$ cat config.mk
export PLATFORM = sky130hd
export DESIGN_NAME = asf_ctrl
export DESIGN_NICKNAME = d
export VERILOG_FILES = /design/src/rtl/asf_pkg.sv /design/src/rtl/asf_ctrl.sv
export SDC_FILE = /design/constraint.sdc
export NUM_CORES = 1
export LEC_CHECK = 0
export BUFFER_PORTS_ARGS = -buffer_cell sky130_fd_sc_hd__buf_2
export CAP_MARGIN = 15
export CORE_AREA = 8 8 52 76
export CTS_CLUSTER_SIZE = 14
export DETAILED_ROUTE_END_ITERATION = 10
export DIE_AREA = 0 0 60 84
export GPL_TIMING_DRIVEN = 0
export HOLD_SLACK_MARGIN = 0.05
export PLACE_DENSITY = 0.71
export SKIP_LAST_GASP = 1
export SYNTH_ARGS = -nofsm -noshare
export SYNTH_HDL_FRONTEND = slang
export SYNTH_SLANG_ARGS = --single-unit
$ cat constraint.sdc
create_clock -name clk -period 2.1 [get_ports clk]
set_input_delay 0.42 -clock clk [delete_from_list [all_inputs] [get_ports clk]]
set_output_delay 0.42 -clock clk [all_outputs]
set_load 0.1 [all_outputs]
$ cat src/rtl/asf_pkg.sv
// Shared types and constants of the angle spring follower.
// Used by every module of the block but asf_div; depends on nothing.
package asf_pkg;

  // Defaults for the top-level parameters
  localparam int SUBSTEP_MS_DEF      = 5;
  localparam int SPEED_FRAC_BITS_DEF = 8;

  // Configuration port
  localparam int CFG_W     = 31;
  localparam int CFG_IDX_W = 3;

  typedef enum logic [CFG_IDX_W-1:0] {
    REG_MAX_GAP     = 3'd0,
    REG_SPRING      = 3'd1,
    REG_DAMPING     = 3'd2,
    REG_EXTRA_DAMP  = 3'd3,
    REG_FRICTION    = 3'd4,
    REG_SNAP_ANGLE  = 3'd5,
    REG_SNAP_SPEED  = 3'd6,
    REG_SPEED_CAP   = 3'd7
  } cfg_reg_t;

  localparam logic [15:0] MAX_GAP_RST    = 16'd500;
  localparam logic [27:0] SPRING_RST     = 28'd46603378;
  localparam logic [15:0] DAMPING_RST    = 16'd512;
  localparam logic [15:0] EXTRA_DAMP_RST = 16'd896;
  localparam logic [23:0] FRICTION_RST   = 24'd46603;
  localparam logic [14:0] SNAP_ANGLE_RST = 15'd46;
  localparam logic [23:0] SNAP_SPEED_RST = 24'd46603;
  localparam logic [30:0] SPEED_CAP_RST  = 31'd1398101333;

  // Datapath widths
  localparam int DIV_W      = 64;  // divider dividend and quotient
  localparam int V_W        = 51;  // working velocity inside a substep
  localparam int DAMP_MAG_W = 41;  // |v| feeding a damping product, at most 2^40

  // Channel words
  typedef struct packed {
    logic [30:0] time_ms;
    logic [15:0] view_yaw;
    logic [15:0] north_yaw;
  } item_t;

  typedef struct packed {
    logic [15:0] shown_angle;
    logic        resynced;
    logic        settled;
  } result_t;

  // Datapath commands
  typedef enum logic [4:0] {
    OP_NONE,
    OP_LOAD,
    OP_CHECK,
    OP_STEP,
    OP_SNAP,
    OP_FINISH,
    OP_SPR_GO,
    OP_SPR_TAKE,
    OP_FRC_GO,
    OP_FRC_TAKE,
    OP_ERR_GO,
    OP_ERR_TAKE,
    OP_SPRING,
    OP_MUL1,
    OP_D1_GO,
    OP_D1_TAKE,
    OP_MUL2,
    OP_D2_GO,
    OP_D2_TAKE,
    OP_FRIC,
    OP_EMIT
  } dp_op_t;

  typedef struct packed {
    dp_op_t op;
  } dp_cmd_t;

  typedef struct packed {
    logic resync_hit;
    logic rem_zero;
    logic snap_hit;
    logic terms_hit;
    logic extra_damp;
    logic div_done;
  } dp_status_t;

endpackage

$ cat src/rtl/asf_ctrl.sv
// Controller of the angle spring follower: sequences one item through the
// datapath and owns both channel handshakes. Uses asf_pkg.
module asf_ctrl (
  input  logic                 clk,
  input  logic                 rst,
  input  logic                 item_valid,
  output logic                 item_ready,
  output logic                 result_valid,
  input  logic                 result_ready,
  input  asf_pkg::dp_status_t  status,
  output asf_pkg::dp_cmd_t     cmd
);
  import asf_pkg::*;

  typedef enum logic [18:0] {
    S_IDLE     = 19'h00001,
    S_CHECK    = 19'h00002,
    S_LOOP     = 19'h00004,
    S_SPR_GO   = 19'h00008,
    S_SPR_WAIT = 19'h00010,
    S_FRC_GO   = 19'h00020,
    S_FRC_WAIT = 19'h00040,
    S_ERR_GO   = 19'h00080,
    S_ERR_WAIT = 19'h00100,
    S_SPRING   = 19'h00200,
    S_MUL1     = 19'h00400,
    S_D1_GO    = 19'h00800,
    S_D1_WAIT  = 19'h01000,
    S_D2_CHK   = 19'h02000,
    S_D2_GO    = 19'h04000,
    S_D2_WAIT  = 19'h08000,
    S_FRIC     = 19'h10000,
    S_OUT      = 19'h20000,
    S_SPARE    = 19'h40000
  } state_t;

  state_t state;
  state_t state_next;
  logic   out_free;

  assign out_free   = !result_valid || result_ready;
  assign item_ready = (state == S_IDLE);

  // Next state and command
  always_comb begin
    state_next = state;
    cmd.op     = OP_NONE;
    case (state)
      S_IDLE: begin
        if (item_valid) begin
          cmd.op     = OP_LOAD;
          state_next = S_CHECK;
        end
      end
      S_CHECK: begin
        cmd.op     = OP_CHECK;
        state_next = status.resync_hit ? S_OUT : S_LOOP;
      end
      S_LOOP: begin
        if (status.rem_zero) begin
          cmd.op     = OP_FINISH;
          state_next = S_OUT;
        end else if (status.snap_hit) begin
          cmd.op     = OP_SNAP;
          state_next = S_OUT;
        end else begin
          cmd.op     = OP_STEP;
          state_next = status.terms_hit ? S_ERR_GO : S_SPR_GO;
        end
      end
      S_SPR_GO: begin
        cmd.op     = OP_SPR_GO;
        state_next = S_SPR_WAIT;
      end
      S_SPR_WAIT: begin
        if (status.div_done) begin
          cmd.op     = OP_SPR_TAKE;
          state_next = S_FRC_GO;
        end
      end
      S_FRC_GO: begin
        cmd.op     = OP_FRC_GO;
        state_next = S_FRC_WAIT;
      end
      S_FRC_WAIT: begin
        if (status.div_done) begin
          cmd.op     = OP_FRC_TAKE;
          state_next = S_ERR_GO;
        end
      end
      S_ERR_GO: begin
        cmd.op     = OP_ERR_GO;
        state_next = S_ERR_WAIT;
      end
      S_ERR_WAIT: begin
        if (status.div_done) begin
          cmd.op     = OP_ERR_TAKE;
          state_next = S_SPRING;
        end
      end
      S_SPRING: begin
        cmd.op     = OP_SPRING;
        state_next = S_MUL1;
      end
      S_MUL1: begin
        cmd.op     = OP_MUL1;
        state_next = S_D1_GO;
      end
      S_D1_GO: begin
        cmd.op     = OP_D1_GO;
        state_next = S_D1_WAIT;
      end
      S_D1_WAIT: begin
        if (status.div_done) begin
          cmd.op     = OP_D1_TAKE;
          state_next = S_D2_CHK;
        end
      end
      S_D2_CHK: begin
        if (status.extra_damp) begin
          cmd.op     = OP_MUL2;
          state_next = S_D2_GO;
        end else begin
          cmd.op     = OP_FRIC;
          state_next = S_LOOP;
        end
      end
      S_D2_GO: begin
        cmd.op     = OP_D2_GO;
        state_next = S_D2_WAIT;
      end
      S_D2_WAIT: begin
        if (status.div_done) begin
          cmd.op     = OP_D2_TAKE;
          state_next = S_FRIC;
        end
      end
      S_FRIC: begin
        cmd.op     = OP_FRIC;
        state_next = S_LOOP;
      end
      S_OUT: begin
        if (out_free) begin
          cmd.op     = OP_EMIT;
          state_next = S_IDLE;
        end
      end
      default: begin
        state_next = S_IDLE;
      end
    endcase
  end

  // State and output valid
  always_ff @(posedge clk) begin
    if (rst) begin
      state        <= S_IDLE;
      result_valid <= 1'b0;
    end else begin
      state <= state_next;
      if (cmd.op == OP_EMIT) begin
        result_valid <= 1'b1;
      end else if (result_ready) begin
        result_valid <= 1'b0;
      end
    end
  end

endmodule

After elaboration in Yosys (flattened, before gate mapping):

Index checks and enable logic that the tools add are counted.

* bits in writable memories: 0
* bits of input ports: 10
* memories: 0
* register bits: 20
* latch bits: 0
* output and inout port bits: 7
* ROM bits: 0

* shifts and indexed selects: 0
* multipliers: 0
* divide/modulo/power cells: 0
* order comparisons: 0
* add/sub/neg operators: 0
* equal/unequal tests: 26
* muxes and demuxes: 26
* reductions and logical operators: 4
* bitwise gates (word level): 0

Operator list (count)
* $pmux W19 S18: 1
* $mux W19: 7
* $pmux W5 S18: 1
* $mux W18: 3
* $eq A19 B1 Y1 const B: 1
* $eq A19 B10 Y1 const B: 1
* $eq A19 B11 Y1 const B: 1
* $eq A19 B12 Y1 const B: 1
* $eq A19 B13 Y1 const B: 1
* $eq A19 B14 Y1 const B: 1
* $eq A19 B15 Y1 const B: 1
* $eq A19 B16 Y1 const B: 1
* $eq A19 B17 Y1 const B: 1
* $eq A19 B18 Y1 const B: 1
* $eq A19 B2 Y1 const B: 1
* $eq A19 B3 Y1 const B: 1
* $eq A19 B4 Y1 const B: 1
* $eq A19 B5 Y1 const B: 1
* $eq A19 B6 Y1 const B: 1
* $eq A19 B7 Y1 const B: 1
* $eq A19 B8 Y1 const B: 1
* $eq A19 B9 Y1 const B: 1
* $mux W15: 1
* $ne A2 B2 Y1 const B: 7
* other kinds (11): 18

Logic depth before layout (Yosys ltp):

* depth after elaboration: 6
* gate-level depth with buffers: 7
* depth with buffers taken out: 6

Least setup slack after synthesis:

Ideal clock, no wire load.

* kind: flip-flop to output port
* start point: register result_valid
* end point: output cmd[2] (netlist name)
* setup slack: -730 ps
* data arrival time: 2410 ps
* path buffers: 0
* cell stages (with the launch flop): 4
* cells stage by stage: dfxtp_1 or2b_2 nor2b_1 nand4b_1

RTL lines
* from (decl): line asf_ctrl.sv:8 `output logic result_valid,`
* from (signal assigned): line asf_ctrl.sv:158 `result_valid <= 1'b0;`
* from (signal assigned): line asf_ctrl.sv:162 `result_valid <= 1'b1;`
* from (signal assigned): line asf_ctrl.sv:164 `result_valid <= 1'b0;`
* to (decl): line asf_ctrl.sv:11 `output asf_pkg::dp_cmd_t cmd`

==> flow_summary.ini <==
[route]
wl_per_cell_um = 21.25
drt_iter0_drc = 118
drtPass1Iterations = 5
routed_wl_um = 5441
num_vias = 1622
drc = 0
ant_nets = 0
viasPerCell = 6.336

[logic_synthesis]
synth.area.top_cells = dfxtp_1 (28%), nor4_4 (6.2%), a21oi_1 (4.7%)
syn_inst = 157
synth_ff_type = dfxtp_1
ys_seq_elements = 19
avgSynthCellArea_um2 = 8.774
yosys.cell_types.count = 49
yosys.area.top_type = dfxtp_1
synth_edf_count = 0
synth-async-reset-ratio = 0
synth_top_area_frac = 0.2761
syn_area_um2 = 1378
synth_nets = 167
yosysSeqAreaShare = 0.2761
yosysWarnings = 0

[cells_and_area]
final_nets = 228
layout_commonest_cell = buf_4
area_delta_synth_final_pct = 62.76
fillCellCount = 156
layout_common_cells = buf_4 (33), nor2_1 (11), nor4_4 (10), buf_2 (10), dfxtp_2 (10)
drive_gt1_frac = 0.6129
antenna_cells = 0

[clocking]
clock_sinks = 19
cts_tree = done
cts_buffers = 3
clkLatencyLatePin_ns = 0.27
cts_htree_levels = 1
clockBufferDepth = 2
cts.clk_slew.worst_paths_ns = 0.08
cts_root_buf = clkbuf_8

[power]
max-vdd-ir-drop_v = 0.0004287
power_density_nw_per_um2 = 446.2
power_uw = 1001
leakagePower_uw = 0.0008587

[sta]
fin_skew_ns = 0.001940
min_period_ns = 2.718
rsz0062_at_grt = true
fmax_mhz = 367.9
hold_viol_final = 0
slew_viol_final = 0
post-route-period-util = 1.294
setup_viol = 20
worst_pin_slew_ns = 0.5402
layout_setup_ws_ns = -0.6178
slew_headroom = 0.6398

[global_route]
antenna_found_initial = 0
grt_max_degree = 11
grt_overflow = 0
grt_pass1_vias = 1655
grtUsageTotal = 0.2060
grt_pass1_wl_um = 7886

[setup_path]
cpPeakStageDelay_ns = 0.40
cp_slowest_cell = nor4_4
crit_arrival_ns = 2.30
required_ns = 1.68
startpoint_type = flip-flop
critPathKind = flip-flop to output port
worstPathCellList = nor4_4 > buf_4 > nand4_1 > nor4_4 > o21ai_2 > nand2_2 > a211o_4 > buf_12
cp_max_fo = 5
ff2ff_path_depth = 12
cp-end-kind = output port
crit_path_frequent_cell = nor4_4

[flow_run]
drv_cap = 0

[status]
failed_checks = setup timing
status = complete, but fails checks

[placement]
gp_congestion = 0.8963
pre_cts_ws_ns = -0.8008
io_buffers = 16
post-dp-hpwl_um = 2890

[floorplan]
io_pins = 17
rows = 24
core_area_um2 = 2853
dieArea_um2 = 5040
die_w_um = 60
die_h_um = 84
start_util = 0.4829

[hold_path]
holdPathStages = 3
min_path_type = primary input to flip-flop
[synth_stat cells, types with 2 or more instances]
library cell  instances
nand2b_1              6
nor3_1                8
inv_1                 5
nand4_1               7
xnor2_1               2
a211o_1               3
and3_1                2
dfxtp_1              19
nor2b_1               2
o21ai_0               7
o31ai_1               2
nand2_1               6
nand3_1               7
nor4_1                9
nor4b_1               2
o31a_1                2
a21oi_1              13
or2_2                 3
nand4_2               2
nor2_1               13
nor4_4                4
xor2_1                2
or2b_2                4
nand3b_1              2
[worst max-delay path, delay by kind of cell (launching register included)]
family          cells  cell delay (ns)
simple gates        4             1.02
buf+inv             2             0.37
compound gates      2             0.25
flops               1             0.36
[cells by family (layout without fill, tap and decap cells)]
family                    Yosys count  after routing  share of synthesized area
DFF                                19             19                     0.2761
buffers and inverters              10             70                    0.05903
AOI/OAI and AO/OA                  32             32                     0.1644
and+or+nand+nor                    92             92                     0.4750
xor gates and xnor gates            4              4                    0.02544
[flip-flops by register name (all words and copies together), names as in the netlist]
name / count
state: 18
result_valid: 1
[path summary, 6_finish.rpt]
path | end | slack [ns] | startpoint
hold reg to reg | state[4]$_SDFFE_PP0P_ | 0.53 | state[4]$_SDFFE_PP0P_
setup reg to reg | state[3]$_SDFFE_PP0P_ | -0.41 | state[5]$_SDFFE_PP0P_
hold / removal | state[7]$_SDFFE_PP0P_ | 0.41 | status[2]
setup / recovery | cmd[1] | -0.62 | state[5]$_SDFFE_PP0P_
[layer usage]
metal | track usage | vias to the layer above | part of all wire
met5 | 0 | - | 0
met4 | 0.1638 | 0 | 0.056
met3 | 0.03858 | 34 | 0.068
met2 | 0.3353 | 103 | 0.51
met1 | 0.2183 | 766 | 0.37
li1 | - | 719 | -
[cell type report]
cell class / count / area, um^2 / share of cell area
timing repair buffer: 59 / 551.8 / 0.2461
sequential: 19 / 415.4 / 0.1853
inverter: 5 / 18.77 / 0.008371
multi-input combinational: 128 / 1151 / 0.5134
tap: 39 / 48.80 / 0.02176
clock buffer: 4 / 45.04 / 0.02009
buffer: 2 / 11.26 / 0.005022
[power breakdown]
group | total [uW] | switching, uW | internal, uW
sequential | 371 | 13.2 | 358
combinational | 348 | 197 | 151
clock | 281 | 145 | 136
[timing repair]
item                                   4_1_cts  5_1_grt
endpoints found under the hold margin        0        0
buffers inserted                            29       15
hold buffers                                 0        0
setup endpoints to repair                   21       21
pin swaps                                   26       21
gates resized for setup                     62       37
[per-stage QoR]
step | utilization | setup TNS [ns] | std cells | hold slack, ns | area (um^2)
final | 0.7860 | -6.535 | 256 | 0.4137 | 2242
after global routing | 0.7860 | -7.391 | 256 | 0.4165 | 2242
after CTS | 0.7211 | -3.920 | 245 | 0.3995 | 2057
after detailed placement | 0.5404 | -6.416 | 212 | 0.5454 | 1541
after global placement | 0.5404 | -5.955 | 212 | 0.5379 | 1541
after floorplan | - | -2.097 | 157 | 0.5070 | 1413
(Power assumes the default switching activity.)
